===== src/rtl/qrus_pkg.sv =====
// Shared types, constants and codes for the QR module upscale scan-out block.
`timescale 1ns / 1ps

package qrus_pkg;

  // Symbol and canvas limits
  localparam int MaxModules = 177;
  localparam int MaxCanvas  = 512;
  localparam int WordBits   = 32;
  localparam int RowWords   = (MaxModules + WordBits - 1) / WordBits;
  localparam int StoreDepth = MaxModules * RowWords;

  // Derived widths
  localparam int AddrW    = $clog2(StoreDepth);
  localparam int BitW     = $clog2(WordBits);
  localparam int CanvasW  = $clog2(MaxCanvas + 1);     // holds the canvas size itself
  localparam int PosW     = $clog2(MaxCanvas);         // pixel position on one axis
  localparam int ByteW    = $clog2(MaxCanvas / 8);     // byte column
  localparam int StrideW  = $clog2(MaxCanvas / 8 + 1); // bytes per row, inclusive
  localparam int ScaleW   = 10;
  localparam int ModW     = 8;
  localparam int ProdW    = ModW + ScaleW;
  localparam int RxW      = PosW + 1;
  localparam int ColW     = RxW + 1;
  localparam int CntW     = $clog2(PosW + 1);

  // Register file
  localparam int NumRegs  = 8;
  localparam int RegAddrW = $clog2(NumRegs * 4);
  localparam int IdxW     = $clog2(NumRegs);

  localparam logic [ModW-1:0]   RstRegionX0 = 8'd0;
  localparam logic [ModW-1:0]   RstRegionY0 = 8'd0;
  localparam logic [ModW-1:0]   RstRegionW  = 8'd21;
  localparam logic [ModW-1:0]   RstRegionH  = 8'd21;
  localparam logic [ScaleW-1:0] RstScale    = 10'd1;
  localparam logic [ModW-1:0]   RstCells    = 8'd21;
  localparam logic [9:0]        RstCanvas   = 10'd256;
  localparam logic [ModW-1:0]   RstSymbol   = 8'd21;

  typedef enum logic [IdxW-1:0] {
    REG_REGION_X0  = 3'd0,
    REG_REGION_Y0  = 3'd1,
    REG_REGION_W   = 3'd2,
    REG_REGION_H   = 3'd3,
    REG_PIXEL_SCALE = 3'd4,
    REG_CELL_COUNT = 3'd5,
    REG_CANVAS     = 3'd6,
    REG_SYMBOL     = 3'd7
  } reg_idx_e;

  typedef enum logic [0:0] {
    OP_LOAD = 1'b0,
    OP_EMIT = 1'b1
  } opcode_e;

  typedef enum logic [3:0] {
    ST_IDLE,
    ST_PROD,
    ST_MARGIN,
    ST_ROW_LOAD,
    ST_ROW_DIV,
    ST_COL_LOAD,
    ST_COL_DIV,
    ST_COL_INIT,
    ST_PIXEL,
    ST_DRAIN,
    ST_OUT
  } state_e;

  typedef struct packed {
    logic [ModW-1:0]   region_x0;
    logic [ModW-1:0]   region_y0;
    logic [ModW-1:0]   region_w;
    logic [ModW-1:0]   region_h;
    logic [ScaleW-1:0] pixel_scale;
    logic [ModW-1:0]   cell_count;
    logic [9:0]        canvas_pixels;
    logic [ModW-1:0]   symbol_size;
  } cfg_t;

  // Controller to datapath commands
  typedef struct packed {
    logic       mem_we;      // store the input word
    logic       start;       // clear byte, register canvas, stride, product
    logic       margin_en;   // register the margin
    logic       div_load;    // load divider
    logic       div_col;     // divider dividend: 0 row, 1 column
    logic       div_step;    // one restoring division step
    logic       row_capture; // take row quotient
    logic       col_capture; // take column quotient and remainder
    logic       pix_step;    // evaluate one pixel
    logic [2:0] pix_idx;     // pixel within the byte, 0 leftmost
    logic       out_load;    // move byte to output register, advance scan
  } cmd_t;

endpackage


===== src/rtl/qrus_regs.sv =====
// APB configuration register file.
`timescale 1ns / 1ps

module qrus_regs (
  input  logic                          clk_i,
  input  logic                          rst_ni,
  input  logic                          psel,
  input  logic                          penable,
  input  logic                          pwrite,
  input  logic [qrus_pkg::RegAddrW-1:0] paddr,
  input  logic [31:0]                   pwdata,
  output logic [31:0]                   prdata,
  output logic                          pready,
  output qrus_pkg::cfg_t                cfg_o
);
  import qrus_pkg::*;

  cfg_t     cfg_q;
  reg_idx_e idx;
  logic     wr_en;

  assign pready = 1'b1;
  assign idx    = reg_idx_e'(paddr[RegAddrW-1:2]);
  assign wr_en  = psel && penable && pwrite;
  assign cfg_o  = cfg_q;

  always_ff @(posedge clk_i or negedge rst_ni) begin
    if (!rst_ni) begin
      cfg_q.region_x0     <= RstRegionX0;
      cfg_q.region_y0     <= RstRegionY0;
      cfg_q.region_w      <= RstRegionW;
      cfg_q.region_h      <= RstRegionH;
      cfg_q.pixel_scale   <= RstScale;
      cfg_q.cell_count    <= RstCells;
      cfg_q.canvas_pixels <= RstCanvas;
      cfg_q.symbol_size   <= RstSymbol;
    end else if (wr_en) begin
      unique case (idx)
        REG_REGION_X0:   cfg_q.region_x0     <= pwdata[ModW-1:0];
        REG_REGION_Y0:   cfg_q.region_y0     <= pwdata[ModW-1:0];
        REG_REGION_W:    cfg_q.region_w      <= pwdata[ModW-1:0];
        REG_REGION_H:    cfg_q.region_h      <= pwdata[ModW-1:0];
        REG_PIXEL_SCALE: cfg_q.pixel_scale   <= pwdata[ScaleW-1:0];
        REG_CELL_COUNT:  cfg_q.cell_count    <= pwdata[ModW-1:0];
        REG_CANVAS:      cfg_q.canvas_pixels <= pwdata[9:0];
        REG_SYMBOL:      cfg_q.symbol_size   <= pwdata[ModW-1:0];
        default: ;
      endcase
    end
  end

  always_comb begin
    prdata = '0;
    unique case (idx)
      REG_REGION_X0:   prdata = 32'(cfg_q.region_x0);
      REG_REGION_Y0:   prdata = 32'(cfg_q.region_y0);
      REG_REGION_W:    prdata = 32'(cfg_q.region_w);
      REG_REGION_H:    prdata = 32'(cfg_q.region_h);
      REG_PIXEL_SCALE: prdata = 32'(cfg_q.pixel_scale);
      REG_CELL_COUNT:  prdata = 32'(cfg_q.cell_count);
      REG_CANVAS:      prdata = 32'(cfg_q.canvas_pixels);
      REG_SYMBOL:      prdata = 32'(cfg_q.symbol_size);
      default:         prdata = '0;
    endcase
  end

endmodule


===== config.mk =====
export PLATFORM = sky130hd
export DESIGN_NAME = qrus_regs
export DESIGN_NICKNAME = d
export VERILOG_FILES = /design/src/rtl/qrus_pkg.sv /design/src/rtl/qrus_regs.sv
export SDC_FILE = /design/constraint.sdc
export NUM_CORES = 1
export LEC_CHECK = 0
export BUFFER_PORTS_ARGS = -buffer_cell sky130_fd_sc_hd__buf_4
export CORE_ASPECT_RATIO = 1.25
export CORE_MARGIN = 2
export CORE_UTILIZATION = 48
export CTS_CLUSTER_SIZE = 8
export DETAILED_ROUTE_END_ITERATION = 10
export PLACE_DENSITY = 0.8
export SLEW_MARGIN = 20
export SYNTH_ARGS = -nofsm -noshare
export SYNTH_HDL_FRONTEND = slang
export SYNTH_SLANG_ARGS = --single-unit

===== constraint.sdc =====
create_clock -name clk_i -period 1.95 [get_ports clk_i]
set_input_delay 0.39 -clock clk_i [delete_from_list [all_inputs] [get_ports clk_i]]
set_output_delay 0.39 -clock clk_i [all_outputs]
set_load 0.005 [all_outputs]

==> results.yml, run 1 <==
die:
  dieHeight_um: 98.0
  start_util: 0.492
  rows: 34
  design.core.area_sq_um: 6890
  die_x_um: 79.2
  dieArea_sq_um: 7750
  ios: 143
setup_path:
  rrSetupSlack_ns: 1.11
  critical_path_arrival_ns: 1.57
  start_kind: "flip-flop"
  critPathMaxFanout: 2
  cp-end-kind: "primary output"
  regToRegStartpoint: "cfg_o[0]"
  critical_path_class: "reg -> out"
  critical_path_required_ns: 1.56
  reg2reg_to: "cfg_o[0]"
  ff2ff_path_depth: 2
drt:
  drtAntennaViolNets: 0
  wirelength_um: 8870
  drc_errors: 0
  drt_iter0_markers: 67
  wire_per_inst_um: 18.9
  via_count: 2486
  dr.pass1.iters: 4
  via_per_inst: 5.29
clock_tree:
  root_buffer: "clkbuf_8"
  insertion_delay_ns: 0.34
  cts_max_level: 3
  cts_buffer_depth: 2
  cts_buffers: 9
  cts.clk_slew.worst_paths_ns: 0.07
  cts_tree: "yes"
  cts_sinks: 68
hold_path:
  min_path_cells: 2
  min-delay-start: "pwdata[8]"
  whs_endpoint: "cfg_o[34]"
  hold_path.class: "in -> reg"
synthesis:
  synth-main-ff-cell: "dfrtp_1"
  synthTopCellsByArea: "dfrtp_1, mux2_2, dfstp_2, mux2i_1, buf_4"
  synth_fa_ha_area_frac: 0
  yosysTopAreaCell: "dfrtp_1"
  yosysUniqueCellTypes: 28
  syn_avg_cell_area_sq_um: 13.3
  synth_simple_gate_area_frac: 0.0605
  syn-instance-count: 255
  synthMuxAreaShare: 0.300
  ys_warn_count: 0
  ys_seq_area_frac: 0.507
  synth_compound_area_frac: 0.0602
  yosys.area.top_type_share: 0.399
  synth_edf_count: 0
  async_reset_ff_frac: 1.00
  synth-xor-area-share: 0
  synth_top_family_by_area: "multiplexers"
  syn_area_sq_um: 3390
  ys_ff_latch: 68
power:
  leakage_nw: 2.25
  ir_worst_vdd_mv: 0.604
  pwr_density_cell_nw_per_um2: 981
layout:
  fin_nets: 417
  largest_reg_flops: 68
  diodes: 0
  stdcell_count: 470
  nFillCells: 540
  layout-drive-gt1-share: 0.608
  finish.utilization: 0.663
  areaGrowthSynthToFinish_pct: 34.8
placed_design:
  io_buffers: 95
  dpl.cell_count: 451
  hpwl_um: 6290
  gp_congestion: 0.794
  pre_cts_slack_ns: 0.00781
grt:
  grt_max_degree: 40
  grtUsageTotal: 0.233
  met2_usage: 0.405
  grt.met1_usage: 0.280
  use_met3: 0.0453
  grt_antenna_before_repair: 0
  grt_first_pass_wirelength_um: 13400
  gr-max-usage-layer: "met2"
  overflow: 0
  grt_pass1_vias: 2462
timing:
  tns_ns: -0.00589
  final_max_slew_viol_count: 0
  max_slew_margin: 0.640
  whs_ns: 0.284
  rsz0062_at_grt: "true"
  max_freq_ghz: 0.511
  worst_pin_slew_ns: 0.541
  clock_skew_ns: 0
  fin_crit_sh: 1.00
  fin_ws_ns: -0.00589
  min_period_ns: 1.96
  finalSetupViolCount: 1
  hold_viol_final: 0
outcome:
  violations: "setup timing"
  status: "complete, but fails checks"
run:
  maxCapViolCount: 0
## logic make-up after synthesis
family	count (synthesis)
compound gates	28
other cells	2
buf+inv	36
simple gates	31
flops	68
mux	90
## cell type report
| class | instances | area (sq um) | share of cell area |
|---|---|---|---|
| inverters | 2 | 7.51 | 0.00164 |
| repair buffers | 122 | 956 | 0.209 |
| clock inverters | 7 | 115 | 0.0252 |
| multi-input cells | 172 | 1530 | 0.336 |
| flip-flops and latches | 68 | 1720 | 0.376 |
| clock buffers | 9 | 124 | 0.0271 |
| well taps | 90 | 113 | 0.0247 |
## cells in the final DEF (no fill, tap or decap), types with 2 or more instances in the layout
cell type	netlist	routed
dfstp_2	14	14
nor2_2	6	6
a41oi_2	0	2
o22ai_1	6	6
clkbuf_8	0	9
buf_4	25	118
mux2_4	8	8
buf_12	0	3
clkinv_2	0	2
conb_1	2	23
o22a_1	6	6
clkinvlp_4	0	2
mux2i_1	22	22
a211oi_1	6	5
nor3b_1	6	6
dfrtp_1	54	54
bufinv_16	0	3
o21ai_0	2	2
nor2_1	7	7
or3_1	2	2
a21oi_1	3	3
nand2_1	4	3
mux2_2	60	60
nand2b_1	2	2
a211o_1	2	2
inv_1	2	2
## report_power, final
group	switching, mW	internal [mW]	leakage [nW]
Clock	0.535	0.844	0.115
Sequential	0.231	1.73	0.837
Combinational	0.421	0.722	1.30
## worst max-delay path, stage by stage (launching register included)
cell and delay, ns:
dfstp_2 0.54, mux2i_1 0.06, a211o_1 0.28, a41oi_2 0.20, buf_4 0.14
## how the worst max path moves through the flow
stage               slack [ns]         to  startpoint  cells past startpoint
global placement         0.007  prdata[2]    paddr[2]                      6
finish                  -0.006  prdata[0]   cfg_o[18]                      4
detailed placement       0.008  prdata[2]    paddr[2]                      6
CTS                      0.005  prdata[0]    cfg_o[0]                      4
floorplan                 0.28  prdata[6]    paddr[2]                      5
global route             -0.04  prdata[0]    cfg_o[0]                      4
## cell usage after synthesis (2+ instances only)
cell type and n:
mux2i_1 22, buf_2 7, nand2_1 4, clkbuf_1 2, inv_1 2, dfstp_2 14, nor3b_1 6, nor2_1 7
a21oi_1 3, o21ai_0 2, a211oi_1 6, nand2b_1 2, buf_4 25, mux2_4 8, conb_1 2, mux2_2 60
a41oi_1 2, or3_1 2, dfrtp_1 54, nor2_2 6, o22a_1 6, o22ai_1 6, a211o_1 2
## stage by stage
step	area (sq um)	total power, mW
after floorplan	3470	2.45
after detailed placement	4280	3.10
final	4570	4.48
after CTS	4550	4.51
after global placement	4280	3.06
after global routing	4570	4.69
## timing repair
item | in CTS | in global routing
pin swaps | 2 | 1
resized for setup | 1 | 3
endpoints found under the hold margin | 19 | 0
hold buffers | 1 | 0
buffers inserted | 2 | 0
endpoints found under the setup margin | 1 | 8
## layer usage
layer  up-vias  routed length, um
met5         -                  0
met4         0                189
met3        15                438
met2        88               4720
met1      1255               3520
li1       1128                  -
(Power assumes the default switching activity.)
==> run 2: changes to the inputs <==
==> constraint.sdc (replaced) <==
create_clock -name clk_i -period 1.95 [get_ports clk_i]
set_input_delay 0.2925 -clock clk_i [delete_from_list [all_inputs] [get_ports clk_i]]
set_output_delay 0.2925 -clock clk_i [all_outputs]
set_load 0.005 [all_outputs]
==> run 2 against run 1 <==
Against the previous run:
- the run now ends clean
- register-to-register slack better by 0.04 ns
- clock power down 17%
- sequential power barely moved
- via count is 1.0% lower
- clock-buffer cell count up 2
- final cell count decreased by 0.85%
- first-iteration DRC count increased by 93%
- cell area shrank 2.8%
- worst hold slack worse by 0.25 ns
- sequential share of layout area grew 1.1 points
- critical path depth unchanged
- clock skew did not move
==> results.yml, run 2 (synthesis results as in run 1) <==
outcome:
  status: "finished clean"
clock_tree:
  cts_buffers: 9
  insertion_delay_ns: 0.34
  cts_tree: "yes"
  root_buffer: "clkbuf_8"
  cts_max_level: 3
  cts_sinks: 68
  cts_buffer_depth: 2
  cts.clk_slew.worst_paths_ns: 0.08
layout:
  nFillCells: 555
  final_common_cell: "buf_4"
  layout-drive-gt1-share: 0.596
  diodes: 0
  stdcell_count: 466
  largest_reg_flops: 68
  areaGrowthSynthToFinish_pct: 30.9
  final_cell_mix: "buf_4, mux2_2, dfrtp_1"
  fin_nets: 413
timing:
  max_freq_ghz: 0.527
  min_period_ns: 1.90
  clock_skew_ns: 0
  whs_ns: 0.0352
  max_slew_margin: 0.442
  final_max_slew_viol_count: 0
  finalSetupViolCount: 0
  worst_pin_slew_ns: 0.837
  hold_viol_final: 0
  fin_crit_sh: 0.974
setup_path:
  critPathMaxFanout: 3
  critical_path_class: "reg -> out"
  rrSetupSlack_ns: 1.15
  critical_path_required_ns: 1.66
  regToRegStartpoint: "cfg_o[27]"
  ff2ff_path_depth: 1
  critical_path_arrival_ns: 1.61
  cp-end-kind: "primary output"
  reg2reg_to: "cfg_o[27]"
  start_kind: "flip-flop"
run:
  maxCapViolCount: 0
grt:
  overflow: 0
  grt_max_degree: 69
  grt_pass1_vias: 2476
  grtUsageTotal: 0.221
  grt_first_pass_wirelength_um: 13000
  grt_antenna_before_repair: 0
power:
  pwr-share-comb: 0.265
  p_sw_frac: 0.273
  pwr-share-clk: 0.271
  seq_power_share: 0.464
  p_sw_mw: 1.15
  p_int_mw: 3.06
  leakage_nw: 2.20
  pwr_density_cell_nw_per_um2: 948
  ir_worst_vdd_mv: 0.709
drt:
  dr.pass1.iters: 4
  via_per_inst: 5.28
  drt_iter0_markers: 129
  wirelength_um: 8260
  via_count: 2461
  drtAntennaViolNets: 0
  drc_errors: 0
  wire_per_inst_um: 17.7
placed_design:
  dpl.cell_count: 448
  hpwl_um: 5990
  io_buffers: 95
  gp_congestion: 0.841
die:
  dieHeight_um: 98.0
  start_util: 0.492
  design.core.area_sq_um: 6890
  rows: 34
  die_x_um: 79.2
  ios: 143
  dieArea_sq_um: 7750
hold_path:
  hold_path.class: "in -> async"
-- run 2: changes by cell type in the layout (fill, tap and decap cells not counted), sizes merged --
cell         delta
bufinv          -2
clkinv          +1
clkinvlp        -1
buf             -3
dlygate4sd3     -1
clkbuf          +2
-- run 2: area by class of cell --
class	count	area (sq um)	share of cell area
timing repair buffer	118	886	0.200
multi-input combinational	172	1520	0.342
sequential	68	1720	0.387
clock inverter	5	52.6	0.0118
inverter	2	7.51	0.00169
clock buffer	11	141	0.0319
tap	90	113	0.0254
-- run 2: stage by stage --
step           area, sq um   util  setup TNS, ns  worst slack [ns]  power (mW)
3_5_place_dp          4220  0.613              0             0.186        3.09
2_1_floorplan         3470      -              0             0.424        2.45
6_report              4440  0.644              0            0.0513        4.21
4_1_cts               4420  0.641              0            0.0263        4.22
3_3_place_gp          4220  0.613              0             0.217        3.05
5_1_grt               4440  0.644       -0.00530          -0.00530        4.44
-- run 2: power by group through the flow --
| stage | combinational, mW | sequential [mW] | clock, mW |
|---|---|---|---|
| 2_1_floorplan | 0.486 | 1.96 | 0 |
| 4_1_cts | 1.12 | 1.95 | 1.16 |
| 3_3_place_gp | 1.09 | 1.96 | 0 |
| 5_1_grt | 1.21 | 1.99 | 1.24 |
| 3_5_place_dp | 1.11 | 1.97 | 0 |
| 6_report | 1.11 | 1.95 | 1.14 |
-- run 2: worst max-delay path by stage --
stage	cells past startpoint	from	slack, ns	endpoint
2_1_floorplan	5	paddr[3]	0.42	cfg_o[60]
3_3_place_gp	4	paddr[2]	0.22	prdata[2]
3_5_place_dp	4	paddr[3]	0.19	cfg_o[45]
4_1_cts	4	cfg_o[0]	0.03	prdata[0]
5_1_grt	4	cfg_o[0]	-0.005	prdata[0]
6_report	4	cfg_o[0]	0.05	prdata[0]
-- run 2: layer usage --
metal | vias up | track usage | routed length [um]
met5 | - | 0 | 0
met4 | 0 | 0.0995 | 236
met3 | 22 | 0.0573 | 555
met2 | 106 | 0.357 | 4190
met1 | 1217 | 0.278 | 3270
li1 | 1116 | - | -
-- run 2: timing repair --
item | 4_1_cts | 5_1_grt
resized for setup | 0 | 1
buffers inserted | 0 | 2
setup endpoints to repair | 0 | 1
hold buffers | 0 | 0
-- run 2: worst max-delay path, cell delays in order (launching register included) --
cell and delay [ns]:
dfstp_2 0.55, mux2i_1 0.07, a211o_1 0.31, a41oi_2 0.20
buf_4 0.13
==> run 3: changes to the inputs <==
Settings changed: CTS_BUF_LIST set to sky130_fd_sc_hd__clkbuf_16.
==> run 3 against run 2 <==
Against the previous run:
- sequential share of layout area fell by 0.65 points
- via count barely moved
- critical path depth did not move
- first-iteration DRC count fell by 37%
- cell area rose by 1.7%
- worst setup slack gained 0.025 ns
- fmax grew 1.3%
- flip-flop and latch count unchanged
- clock-buffer cell count fell by 2
- sequential power about the same
==> results.yml, run 3 (synthesis results as in run 1) <==
timing:
  hold_viol_final: 0
  clock_skew_ns: 0
  finalSetupViolCount: 0
  max_freq_ghz: 0.534
  tns_ns: 0
  min_period_ns: 1.87
  fin_ws_ns: 0.0760
  worst_pin_slew_ns: 0.829
  final_max_slew_viol_count: 0
  rsz0062_at_grt: "false"
  whs_ns: 0.0665
  max_slew_margin: 0.447
  fin_crit_sh: 0.961
power:
  ir_worst_vdd_mv: 0.718
  leakage_nw: 2.23
  total_power_mw: 4.61
  pwr_density_cell_nw_per_um2: 1020
layout:
  diodes: 0
  stdcell_count: 464
  final_common_cell: "buf_4"
  final_cell_mix: "buf_4, mux2_2, dfrtp_1"
  fin_nets: 411
  areaGrowthSynthToFinish_pct: 33.2
  nFillCells: 546
  layout-drive-gt1-share: 0.591
  finish.utilization: 0.655
  largest_reg_flops: 68
  stdcell_area_sq_um: 4510
clock_tree:
  cts_setup_buffers: 0
  cts_tree: "yes"
  cts_resized: 0
  holdBufCountCts: 0
  cts.clk_slew.worst_paths_ns: 0.06
  cts_max_level: 3
  root_buffer: "clkbuf_16"
  cts_sinks: 68
  insertion_delay_ns: 0.33
  cts_buffers: 9
  cts_buffer_depth: 2
drt:
  drt_iter0_markers: 81
  drtAntennaViolNets: 0
  wirelength_um: 8310
  wl_met1_um: 3320
  routed-wl-met2_um: 4190
  highest_layer: "met4"
  via_count: 2463
  dr_wl_met3_um: 511
  dr.pass1.iters: 4
  via_per_inst: 5.31
  drc_errors: 0
  wire_per_inst_um: 17.9
die:
  design.core.area_sq_um: 6890
  rows: 34
  dieArea_sq_um: 7750
  dieHeight_um: 98.0
  die_x_um: 79.2
  start_util: 0.492
  ios: 143
run:
  maxCapViolCount: 0
grt:
  overflow: 0
  grt_max_degree: 69
  grt_first_pass_wirelength_um: 13100
  grt_antenna_before_repair: 0
  grtUsageTotal: 0.225
  grt_pass1_vias: 2453
setup_path:
  critPathMaxFanout: 3
  critical_path_class: "reg -> out"
  regToRegStartpoint: "cfg_o[42]"
  ff2ff_path_depth: 1
  critical_path_required_ns: 1.66
  reg2reg_to: "cfg_o[42]"
  rrSetupSlack_ns: 1.15
  critical_path_arrival_ns: 1.58
  start_kind: "flip-flop"
  cp-end-kind: "primary output"
  cp-startpoint: "cfg_o[0]"
  crit_end: "prdata[0]"
placed_design:
  dpl.cell_count: 448
  placed_cell_area_sq_um: 4220
  io_buffers: 95
  gp_congestion: 0.841
  hpwl_um: 5990
  pre_cts_slack_ns: 0.186
hold_path:
  hold_path.class: "in -> async"
outcome:
  status: "finished clean"
run 3: cell count changes in the layout (fill, tap and decap cells not counted):
| cell | before | now |
|---|---|---|
| buf_4 | 118 | 116 |
| clkbuf_1 | 1 | 0 |
| clkbuf_16 | 0 | 9 |
| clkbuf_8 | 10 | 0 |
| clkinv_1 | 0 | 1 |
| inv_1 | 2 | 3 |
run 3: worst max-delay path, cell delays in order, from the launching register on:
cell	delay, ns
dfstp_2	0.54
mux2i_1	0.07
a211o_1	0.31
a41oi_2	0.20
buf_4	0.13
run 3: worst min-delay path by stage:
stage	endpoint	slack [ns]	depth (start not counted)
finish	cfg_o[13]	0.07	1
global route	cfg_o[13]	0.13	1
CTS	cfg_o[13]	0.09	1
detailed placement	cfg_o[34]	0.45	1
global placement	cfg_o[35]	0.44	1
floorplan	cfg_o[10]	-0.003	0
run 3: where the power goes:
part           internal, mW  leakage [nW]  switching, mW
Sequential             1.73         0.837          0.223
Clock                 0.972         0.144          0.572
Combinational         0.701          1.25          0.405
run 3: area by class of cell:
type                            count  area, sq um  share of cell area
Inverter                            2         7.51             0.00166
Timing Repair Buffer              116          871               0.193
Sequential cell                    68         1720               0.381
Clock inverter                      7         60.1              0.0133
Tap cell                           90          113              0.0249
Clock buffer                        9          225              0.0499
Multi-Input combinational cell    172         1520               0.336
run 3: layer usage:
layer,global-route usage,vias to the layer above
met5,0,-
met4,0.126,0
met3,0.0462,21
met2,0.367,103
met1,0.278,1227
li1,-,1112
