==> config.mk <==
export PLATFORM = sky130hd
export DESIGN_NAME = qrus_ctrl
export DESIGN_NICKNAME = d
export VERILOG_FILES = /design/src/rtl/qrus_pkg.sv /design/src/rtl/qrus_ctrl.sv
export SDC_FILE = /design/constraint.sdc
export NUM_CORES = 1
export LEC_CHECK = 0
export ABC_AREA = 1
export CELL_PAD_IN_SITES_DETAIL_PLACEMENT = 0
export CELL_PAD_IN_SITES_GLOBAL_PLACEMENT = 1
export CORE_MARGIN = 3
export CORE_UTILIZATION = 34
export DETAILED_ROUTE_END_ITERATION = 7
export DONT_BUFFER_PORTS = 1
export GPL_TIMING_DRIVEN = 1
export PLACE_DENSITY_LB_ADDON = 0.1
export SLEW_MARGIN = 25
export SYNTH_ARGS = -nofsm -noshare
export SYNTH_HDL_FRONTEND = slang
export SYNTH_SLANG_ARGS = --single-unit
export TNS_END_PERCENT = 10
==> constraint.sdc <==
create_clock -name clk_i -period 1.91 [get_ports clk_i]
set_clock_uncertainty 0.05 [all_clocks]
set_input_delay 0.191 -clock clk_i [delete_from_list [all_inputs] [get_ports clk_i]]
set_output_delay 0.191 -clock clk_i [all_outputs]
set_load 0.005 [all_outputs]
==> src/rtl/qrus_pkg.sv <==
// Shared types, constants and codes for the QR module upscale scan-out block.
`timescale 1ns / 1ps

package qrus_pkg;

  // Symbol and canvas limits
  localparam int MaxModules = 177;
  localparam int MaxCanvas  = 512;
  localparam int WordBits   = 32;
  localparam int RowWords   = (MaxModules + WordBits - 1) / WordBits;
  localparam int StoreDepth = MaxModules * RowWords;

  // Derived widths
  localparam int AddrW    = $clog2(StoreDepth);
  localparam int BitW     = $clog2(WordBits);
  localparam int CanvasW  = $clog2(MaxCanvas + 1);     // holds the canvas size itself
  localparam int PosW     = $clog2(MaxCanvas);         // pixel position on one axis
  localparam int ByteW    = $clog2(MaxCanvas / 8);     // byte column
  localparam int StrideW  = $clog2(MaxCanvas / 8 + 1); // bytes per row, inclusive
  localparam int ScaleW   = 10;
  localparam int ModW     = 8;
  localparam int ProdW    = ModW + ScaleW;
  localparam int RxW      = PosW + 1;
  localparam int ColW     = RxW + 1;
  localparam int CntW     = $clog2(PosW + 1);

  // Register file
  localparam int NumRegs  = 8;
  localparam int RegAddrW = $clog2(NumRegs * 4);
  localparam int IdxW     = $clog2(NumRegs);

  localparam logic [ModW-1:0]   RstRegionX0 = 8'd0;
  localparam logic [ModW-1:0]   RstRegionY0 = 8'd0;
  localparam logic [ModW-1:0]   RstRegionW  = 8'd21;
  localparam logic [ModW-1:0]   RstRegionH  = 8'd21;
  localparam logic [ScaleW-1:0] RstScale    = 10'd1;
  localparam logic [ModW-1:0]   RstCells    = 8'd21;
  localparam logic [9:0]        RstCanvas   = 10'd256;
  localparam logic [ModW-1:0]   RstSymbol   = 8'd21;

  typedef enum logic [IdxW-1:0] {
    REG_REGION_X0  = 3'd0,
    REG_REGION_Y0  = 3'd1,
    REG_REGION_W   = 3'd2,
    REG_REGION_H   = 3'd3,
    REG_PIXEL_SCALE = 3'd4,
    REG_CELL_COUNT = 3'd5,
    REG_CANVAS     = 3'd6,
    REG_SYMBOL     = 3'd7
  } reg_idx_e;

  typedef enum logic [0:0] {
    OP_LOAD = 1'b0,
    OP_EMIT = 1'b1
  } opcode_e;

  typedef enum logic [3:0] {
    ST_IDLE,
    ST_PROD,
    ST_MARGIN,
    ST_ROW_LOAD,
    ST_ROW_DIV,
    ST_COL_LOAD,
    ST_COL_DIV,
    ST_COL_INIT,
    ST_PIXEL,
    ST_DRAIN,
    ST_OUT
  } state_e;

  typedef struct packed {
    logic [ModW-1:0]   region_x0;
    logic [ModW-1:0]   region_y0;
    logic [ModW-1:0]   region_w;
    logic [ModW-1:0]   region_h;
    logic [ScaleW-1:0] pixel_scale;
    logic [ModW-1:0]   cell_count;
    logic [9:0]        canvas_pixels;
    logic [ModW-1:0]   symbol_size;
  } cfg_t;

  // Controller to datapath commands
  typedef struct packed {
    logic       mem_we;      // store the input word
    logic       start;       // clear byte, register canvas, stride, product
    logic       margin_en;   // register the margin
    logic       div_load;    // load divider
    logic       div_col;     // divider dividend: 0 row, 1 column
    logic       div_step;    // one restoring division step
    logic       row_capture; // take row quotient
    logic       col_capture; // take column quotient and remainder
    logic       pix_step;    // evaluate one pixel
    logic [2:0] pix_idx;     // pixel within the byte, 0 leftmost
    logic       out_load;    // move byte to output register, advance scan
  } cmd_t;

endpackage

==> src/rtl/qrus_ctrl.sv <==
// Sequencing state machine: input handshake, division and pixel steps, output register.
`timescale 1ns / 1ps

module qrus_ctrl (
  input  logic           clk_i,
  input  logic           rst_ni,
  input  logic           in_valid_i,
  output logic           in_ready_o,
  input  logic           opcode_i,
  output logic           out_valid_o,
  input  logic           out_ready_i,
  output qrus_pkg::cmd_t cmd_o
);
  import qrus_pkg::*;

  localparam logic [CntW-1:0] DivLast = CntW'(PosW - 1);
  localparam logic [CntW-1:0] PixLast = CntW'(7);

  state_e          state_q, state_d;
  logic [CntW-1:0] cnt_q, cnt_d;
  logic            out_valid_q, out_valid_d;

  always_ff @(posedge clk_i or negedge rst_ni) begin
    if (!rst_ni) begin
      state_q     <= ST_IDLE;
      cnt_q       <= '0;
      out_valid_q <= 1'b0;
    end else begin
      state_q     <= state_d;
      cnt_q       <= cnt_d;
      out_valid_q <= out_valid_d;
    end
  end

  assign out_valid_o = out_valid_q;

  always_comb begin
    state_d     = state_q;
    cnt_d       = '0;
    cmd_o       = '0;
    in_ready_o  = 1'b0;
    out_valid_d = out_valid_q && !out_ready_i;
    cmd_o.pix_idx = cnt_q[2:0];

    unique case (state_q)
      ST_IDLE: begin
        in_ready_o = 1'b1;
        if (in_valid_i) begin
          if (opcode_i == OP_EMIT) begin
            cmd_o.start = 1'b1;
            state_d     = ST_PROD;
          end else begin
            cmd_o.mem_we = 1'b1;
          end
        end
      end
      ST_PROD: begin
        state_d = ST_MARGIN;
      end
      ST_MARGIN: begin
        cmd_o.margin_en = 1'b1;
        state_d         = ST_ROW_LOAD;
      end
      ST_ROW_LOAD: begin
        cmd_o.div_load = 1'b1;
        state_d        = ST_ROW_DIV;
      end
      ST_ROW_DIV: begin
        cmd_o.div_step = 1'b1;
        cnt_d          = cnt_q + 1'b1;
        if (cnt_q == DivLast) begin
          cnt_d   = '0;
          state_d = ST_COL_LOAD;
        end
      end
      ST_COL_LOAD: begin
        cmd_o.row_capture = 1'b1;
        cmd_o.div_load    = 1'b1;
        cmd_o.div_col     = 1'b1;
        state_d           = ST_COL_DIV;
      end
      ST_COL_DIV: begin
        cmd_o.div_step = 1'b1;
        cnt_d          = cnt_q + 1'b1;
        if (cnt_q == DivLast) begin
          cnt_d   = '0;
          state_d = ST_COL_INIT;
        end
      end
      ST_COL_INIT: begin
        cmd_o.col_capture = 1'b1;
        state_d           = ST_PIXEL;
      end
      ST_PIXEL: begin
        cmd_o.pix_step = 1'b1;
        cnt_d          = cnt_q + 1'b1;
        if (cnt_q == PixLast) begin
          cnt_d   = '0;
          state_d = ST_DRAIN;
        end
      end
      ST_DRAIN: begin
        state_d = ST_OUT;
      end
      ST_OUT: begin
        if (!out_valid_q || out_ready_i) begin
          cmd_o.out_load = 1'b1;
          out_valid_d    = 1'b1;
          state_d        = ST_IDLE;
        end
      end
      default: begin
        state_d = ST_IDLE;
      end
    endcase
  end

endmodule

==> impl_table.tex, run 1 <==
\begin{tabular}{lr}
\hline
Metric & Value \\
\hline
\multicolumn{2}{l}{\textbf{Status}} \\
Run status & complete, no violations \\
\multicolumn{2}{l}{\textbf{STA}} \\
RSZ-0062 raised after global routing & no \\
Slew headroom & 71.45\% \\
Final period utilization & between 80\% and 90\% \\
Final slew viol count & 0 \\
Final-layout worst hold slack & between 200 and 250 ps \\
Transition at the pin with the smallest max-transition slack & between 400 and 500 ps \\
Highest attainable clock frequency & 611.1 MHz \\
Final Hold Violating Endpoints & 0 \\
Final setup violation count & 0 \\
Final Critical Period & 1636 ps \\
Final sum of negative setup slack & 0 ps \\
\multicolumn{2}{l}{\textbf{Placed design}} \\
RePlAce Congestion & 0.7303 \\
Count of input and output buffers & 0 \\
Post-DP HPWL & 1.030 mm \\
Placement-stage cell area & $\sim$600 µm² \\
\multicolumn{2}{l}{\textbf{Detailed routing}} \\
Vias per cell & approximately 4.3 \\
DRC violations left & 0 \\
Aggregate routed wire length & between 1 and 1.5 mm \\
Number of DRC markers after the initial detailed-route iteration & 24 \\
Avg WL per Cell & roughly 11 µm \\
Routed via count & around 490 \\
Residual antenna-violating net count after detailed routing & 0 \\
Router iterations before antenna repair & 4 \\
\multicolumn{2}{l}{\textbf{Worst hold path}} \\
Worst min-delay path startpoint & out\_ready\_i \\
Destination of the worst hold path & state\_q[3]\$\_DFFE\_PN0P\_ \\
Kind of path behind the tightest hold check & input pin to flop \\
Instance count along the most critical hold path & 5 \\
\multicolumn{2}{l}{\textbf{Critical path}} \\
Largest stage delay on the critical path & about 420 ps \\
Worst path top cell family by delay & simple AND/OR/NAND/NOR gates \\
Worst reg2reg path depth & 7 \\
Launching instance or port of the critical path & state\_q[0]\$\_DFFE\_PN0P\_ \\
CP max-delay cell & sky130\_fd\_sc\_hd\_\_dfrtp\_1 \\
Cell-by-cell trace of the critical path & nor2\_1, inv\_1, nor2\_1, nand2\_1, nor2\_1 \\
Required time at the worst-slack endpoint & 1670 ps \\
Startpoint kind of the worst setup timing path & flop \\
Category of the worst setup path capture point & output pin \\
Flop2flop setup slack & 580 ps \\
Dominant cell type by count on the critical path & sky130\_fd\_sc\_hd\_\_nor2\_1 \\
Classification of the worst setup path & flop to output pin \\
Largest fanout on the critical path & 5 \\
Buffering stage count on the worst path with inverters included & 1 \\
Reg-to-reg critical path startpoint & cnt\_q[0]\$\_DFF\_PN0\_ \\
Worst reg2reg path endpoint & state\_q[1]\$\_DFFE\_PN0P\_ \\
Arrival time at the worst endpoint & about 1400 ps \\
\multicolumn{2}{l}{\textbf{Die}} \\
Area of the core region & between 1500 and 2000 µm² \\
Area of the die & 2340 µm² \\
\# rows & 14 \\
Initial Util & about two fifths \\
Chip width & 48.38 µm \\
Height of the die & between 40 and 50 µm \\
IO Pins & 20 \\
\multicolumn{2}{l}{\textbf{Cells and area}} \\
Diodes inserted & 0 \\
Final core utilization & 41.21\% \\
Net count of the finished layout & 99 \\
Final design area excluding fillers & 656.9 µm² \\
Share of final-layout standard cells stronger than drive strength 1 & a little over an eighth \\
Fill cells & 176 \\
Area Overhead vs Synth & 7.582\% \\
\multicolumn{2}{l}{\textbf{Synth}} \\
Syn Area/Cell & between 6 and 7 µm² \\
Yosys reg bits & 9 \\
Cells after synthesis & 89 \\
Number of nets produced by synthesis & between 90 and 100 \\
Syn Std Cell Area & 610.6 µm² \\
Yosys warns & 0 \\
Number of different library cells in the post-synthesis netlist & 20 \\
Sequential-to-total area share from yosys stat & $\sim$37\% \\
\multicolumn{2}{l}{\textbf{Power}} \\
Share of total power in combinational logic & between 50 and 60\% \\
Switching power & about 0.00046 W \\
LEAKAGE & about 0.36 nW \\
Sw Share & approximately 48\% \\
Design internal power & roughly 0.0005 W \\
Fraction of power consumed by sequential logic & about 34\% \\
Power Dens Cells & between 1000 and 1500 nW/µm² \\
Worst VDD drop & 0.6411 mV \\
Clock power share & between 10\% and 20\% \\
\multicolumn{2}{l}{\textbf{Global route}} \\
Overall fraction of global-route tracks in use & 11.18\% \\
Largest net degree at the start of global routing & 10 \\
Number of antenna violations at the first check in global routing & 0 \\
Global-route wire length before repair & 2.035 mm \\
GRT Residual Overflow & 0 \\
Number of global-route vias before repair & between 400 and 500 \\
\multicolumn{2}{l}{\textbf{Job}} \\
Max\_cap viols & 0 \\
\multicolumn{2}{l}{\textbf{Clocking}} \\
Clock latency of the later-clocked register in the worst-skew pair & between 200 and 300 ps \\
Clock buffers created by TritonCTS & 3 \\
Clock transition at the register clock pins on the worst setup and hold paths after CTS & roughly 60 ps \\
Clock Root Buffer & sky130\_fd\_sc\_hd\_\_clkbuf\_4 \\
H-tree level count & 1 \\
Clock tree from TritonCTS & built \\
Longest Clk Path Bufs & 2 \\
Number of sinks on the clock net & 9 \\
\hline
\end{tabular}
## worst max path at each step
stage	to	slack, ps	cells after the start
CTS	cmd_o[12]	270	5
detailed placement	cmd_o[12]	560	5
floorplan	cmd_o[12]	670	5
global route	cmd_o[12]	140	5
finish	cmd_o[12]	270	5
global placement	state_q[1]$_DFFE_PN0P_	560	8
## routing by layer
layer / part of all wire (%) / wire [µm] / global-route usage, %
met5: 0 / 0 / 0
met4: 0 / 0 / 1.422
met3: 8.1 / 102 / 5.828
met2: 41 / 518 / 14.91
met1: 51 / 644 / 16.25
## sequential cells by signal (all words and copies together) (netlist names)
register and cells:
cnt_q 4, state_q 4, out_valid_o 1
## cells in the final DEF (no fill, tap or decap), types with 2 or more instances in the layout
cell	count
sky130_fd_sc_hd__nand2_1	18
sky130_fd_sc_hd__o21ai_0	3
sky130_fd_sc_hd__dfrtp_1	9
sky130_fd_sc_hd__inv_1	16
sky130_fd_sc_hd__ha_1	2
sky130_fd_sc_hd__nor2_1	18
sky130_fd_sc_hd__clkbuf_4	3
sky130_fd_sc_hd__nand2_2	4
sky130_fd_sc_hd__nand3_1	3
sky130_fd_sc_hd__nor3_1	2
sky130_fd_sc_hd__dlygate4sd3_1	2
## repair_timing
action,in CTS,in global routing
endpoints found under the hold margin,10,0
resized for setup,0,0
setup buffers,0,0
hold buffers,2,0
## power by group through the flow
stage / clock network [W] / registers (W) / logic [W]
2_1_floorplan: 0 / 0.000310 / 0.000425
6_report: 0.000144 / 0.000325 / 0.000489
3_5_place_dp: 0 / 0.000328 / 0.000489
4_1_cts: 0.000153 / 0.000325 / 0.000496
5_1_grt: 0.000162 / 0.000337 / 0.000565
3_3_place_gp: 0 / 0.000329 / 0.000498
## cell usage after synthesis, drive strengths merged
| library cell | instances | area share (%) |
|---|---|---|
| inv | 17 | 10 |
| buf | 4 | 4.9 |
| a31o | 1 | 1.4 |
| or2 | 1 | 1.0 |
| a21oi | 1 | 0.82 |
| dfrtp | 9 | 37 |
| o21bai | 1 | 1.2 |
| xor2 | 1 | 1.4 |
| o21ai | 4 | 3.9 |
| nand2 | 22 | 15 |
| a21boi | 1 | 1.2 |
| nor2 | 19 | 12 |
| nor3 | 2 | 1.6 |
| nand3b | 1 | 1.2 |
| ha | 2 | 4.1 |
| nand3 | 3 | 2.5 |
## final cells by class
class / instances / area, µm² / share of cell area (%)
Multi-Input combinational cell: 59 / 291.5 / 44.38
Sequential cell: 9 / 225.2 / 34.29
Inverter: 17 / 63.81 / 9.714
Tap cell: 24 / 30.03 / 4.571
Clock buffer: 4 / 26.28 / 4.000
Timing Repair Buffer: 2 / 20.02 / 3.048
## logic make-up (layout without fill, tap and decap cells)
| kind of cell | count (synthesis) | count (layout) | synth area share [%] |
|---|---|---|---|
| xor+xnor | 1 | 1 | 1.435 |
| fa+ha+maj | 2 | 2 | 4.098 |
| buf+inv | 21 | 23 | 15.37 |
| flops | 9 | 9 | 36.89 |
| compound gates | 8 | 8 | 8.606 |
| simple gates | 48 | 48 | 33.61 |
## metrics by stage
step / worst slack [ps] / total power (W) / instances
6_report: 273.7 / 0.0009571 / 115
5_1_grt: 143.9 / 0.001063 / 115
4_1_cts: 272.4 / 0.0009744 / 115
3_5_place_dp: 564.1 / 0.0008171 / 109
3_3_place_gp: 555.3 / 0.0008266 / 109
2_1_floorplan: 674.1 / 0.0007349 / 89
## tightest hold or removal path, stage by stage
cell and delay, ps:
sky130_fd_sc_hd__nor2_1 30, sky130_fd_sc_hd__nand2_1 80, sky130_fd_sc_hd__o21ai_0 90, sky130_fd_sc_hd__inv_1 60, sky130_fd_sc_hd__nand2_1 40
No activity file was read; power rests on OpenSTA's default activity.
==> run 2: changes to the inputs <==
--- a/config.mk
+++ b/config.mk
@@ -8,12 +8,13 @@
 export ABC_AREA = 1
 export CELL_PAD_IN_SITES_DETAIL_PLACEMENT = 0
 export CELL_PAD_IN_SITES_GLOBAL_PLACEMENT = 1
-export CORE_MARGIN = 3
+export CORE_MARGIN = 1.5
 export CORE_UTILIZATION = 34
 export DETAILED_ROUTE_END_ITERATION = 7
 export DONT_BUFFER_PORTS = 1
 export GPL_TIMING_DRIVEN = 1
 export PLACE_DENSITY_LB_ADDON = 0.1
+export RECOVER_POWER = 25
 export SLEW_MARGIN = 25
 export SYNTH_ARGS = -nofsm -noshare
 export SYNTH_HDL_FRONTEND = slang
==> impl_table.tex, run 2 (synthesized netlist as in run 1, its figures left out) <==
\begin{tabular}{lr}
\hline
Metric & Value \\
\hline
\multicolumn{2}{l}{\textbf{Die}} \\
Area of the core region & around 1700 µm² \\
Height of the die & around 45 µm \\
IO Pins & 20 \\
Initial Util & between 30 and 40\% \\
\# rows & 15 \\
Area of the die & between 2000 and 2500 µm² \\
Chip width & 45.38 µm \\
\multicolumn{2}{l}{\textbf{Critical path}} \\
CP max-delay cell & sky130\_fd\_sc\_hd\_\_dfrtp\_1 \\
Cell-by-cell trace of the critical path & nor2\_1, inv\_1, nor2\_1, nand2\_1, nor2\_1 \\
Required time at the worst-slack endpoint & approximately 1700 ps \\
Largest fanout on the critical path & 5 \\
Category of the worst setup path capture point & output pin \\
Startpoint kind of the worst setup timing path & flop \\
Classification of the worst setup path & flop to output pin \\
Dominant cell type by count on the critical path & sky130\_fd\_sc\_hd\_\_nor2\_1 \\
Largest stage delay on the critical path & about 430 ps \\
Arrival time at the worst endpoint & around 1400 ps \\
\multicolumn{2}{l}{\textbf{STA}} \\
Final setup violation count & 0 \\
Final Hold Violating Endpoints & 0 \\
Final Critical Period & between 1500 and 2000 ps \\
Highest attainable clock frequency & between 600 and 700 MHz \\
Transition at the pin with the smallest max-transition slack & 411.8 ps \\
Slew headroom & between 70\% and 80\% \\
Final sum of negative setup slack & 0 ps \\
Final slew viol count & 0 \\
RSZ-0062 raised after global routing & no \\
Final-layout worst hold slack & 209.5 ps \\
Final period utilization & 85.47\% \\
\multicolumn{2}{l}{\textbf{Placed design}} \\
Count of input and output buffers & 0 \\
RePlAce Congestion & roughly 0.74 \\
Placement-stage cell area & $\sim$610 µm² \\
Post-DP HPWL & between 1 and 1.5 mm \\
\multicolumn{2}{l}{\textbf{Clocking}} \\
Clock tree from TritonCTS & built \\
Clock Root Buffer & sky130\_fd\_sc\_hd\_\_clkbuf\_4 \\
Clock transition at the register clock pins on the worst setup and hold paths after CTS & roughly 60 ps \\
Clock latency of the later-clocked register in the worst-skew pair & around 260 ps \\
Number of sinks on the clock net & 9 \\
H-tree level count & 1 \\
Longest Clk Path Bufs & 2 \\
Clock buffers created by TritonCTS & 3 \\
\multicolumn{2}{l}{\textbf{Global route}} \\
Overall fraction of global-route tracks in use & between 10\% and 20\% \\
Largest net degree at the start of global routing & 10 \\
Number of global-route vias before repair & 476 \\
GRT Residual Overflow & 0 \\
Number of antenna violations at the first check in global routing & 0 \\
Global-route wire length before repair & 2.194 mm \\
\multicolumn{2}{l}{\textbf{Power}} \\
Design internal power & between 0.0005 and 0.0006 W \\
Switching power & about 0.00046 W \\
Power Dens Cells & around 1500 nW/µm² \\
Clock power share & about 15\% \\
LEAKAGE & about 0.36 nW \\
Fraction of power consumed by sequential logic & between 30\% and 40\% \\
Worst VDD drop & around 0.65 mV \\
Share of total power in combinational logic & slightly above 50\% \\
Sw Share & approximately half \\
\multicolumn{2}{l}{\textbf{Detailed routing}} \\
Number of DRC markers after the initial detailed-route iteration & 9 \\
DRC violations left & 0 \\
Vias per cell & roughly 4.4 \\
Aggregate routed wire length & roughly 1.3 mm \\
Residual antenna-violating net count after detailed routing & 0 \\
Routed via count & a little over 500 \\
Router iterations before antenna repair & 2 \\
Avg WL per Cell & approximately 11 µm \\
\multicolumn{2}{l}{\textbf{Cells and area}} \\
Diodes inserted & 0 \\
Share of final-layout standard cells stronger than drive strength 1 & 13.19\% \\
Final core utilization & between 30\% and 40\% \\
Commonest cells after routing, fill and taps aside & sky130\_fd\_sc\_hd\_\_nor2\_1 (18), sky130\_fd\_sc\_hd\_\_nand2\_1 (18), sky130\_fd\_sc\_hd\_\_inv\_1 (16) \\
Area Overhead vs Synth & 7.787\% \\
Net count of the finished layout & 99 \\
Final design area excluding fillers & approximately 660 µm² \\
\multicolumn{2}{l}{\textbf{Worst hold path}} \\
Kind of path behind the tightest hold check & input pin to flop \\
\multicolumn{2}{l}{\textbf{Job}} \\
Max\_cap viols & 0 \\
\multicolumn{2}{l}{\textbf{Status}} \\
Run status & complete, no violations \\
\hline
\end{tabular}
[run 2: cell counts in the layout (fill, tap and decap cells not counted)]
Identical to the previous run, type by type.
[run 2: area by class of cell]
type | instances | area (µm²)
fill | 192 | 1050
sequential | 9 | 225.2
timing repair buffer | 2 | 20.02
clock buffer | 4 | 26.28
tap | 25 | 31.28
multi-input combinational | 59 | 291.5
inverter | 17 | 63.81
[run 2: path summary, 6_finish.rpt]
check	from	end	slack, ps	cells past startpoint
worst max register to register	cnt_q[0]$_DFF_PN0_	state_q[1]$_DFFE_PN0P_	520	6
worst min register to register	cnt_q[0]$_DFF_PN0_	cnt_q[0]$_DFF_PN0_	490	1
worst max-delay path	state_q[0]$_DFFE_PN0P_	cmd_o[12]	280	5
max in group asynchronous	rst_ni	cnt_q[0]$_DFF_PN0_	1280	1
worst min-delay path	out_ready_i	state_q[3]$_DFFE_PN0P_	210	5
min in group asynchronous	rst_ni	cnt_q[3]$_DFF_PN0_	240	1
[run 2: critical path: cells and delay by family, from the launching register on]
kind / cells / cell delay [ps]
and+or+nand+nor: 4 / 590
buffers and inverters: 1 / 110
DFF: 1 / 430
[run 2: power groups by stage]
stage	registers (W)	logic (W)	clock network [W]
4_1_cts	0.000332	0.000497	0.000153
6_report	0.000332	0.000486	0.000147
3_3_place_gp	0.000332	0.000490	0
2_1_floorplan	0.000310	0.000425	0
5_1_grt	0.000340	0.000575	0.000165
3_5_place_dp	0.000336	0.000487	0
[run 2: metrics by stage]
step / total power [W] / cells / worst slack, ps
after detailed placement: 0.0008226 / 110 / 540.4
after global routing: 0.001080 / 116 / 131.0
after CTS: 0.0009816 / 116 / 252.4
after global placement: 0.0008221 / 110 / 543.5
after floorplan: 0.0007349 / 89 / 674.1
final: 0.0009647 / 116 / 277.5
[run 2: repair_timing]
| action | CTS | global route |
|---|---|---|
| gates resized for setup | 0 | 0 |
| setup buffers | 0 | 0 |
| hold buffers | 2 | 0 |
| hold endpoints to repair | 10 | 0 |
[run 2: metal layers]
metal	share of wire [%]	track usage [%]	routed length, µm	vias up
met5	0	0	0	-
met4	0	1.765	0	0
met3	6.4	6.349	84	0
met2	46	22.00	605	16
met1	48	21.98	632	226
li1	-	-	-	267
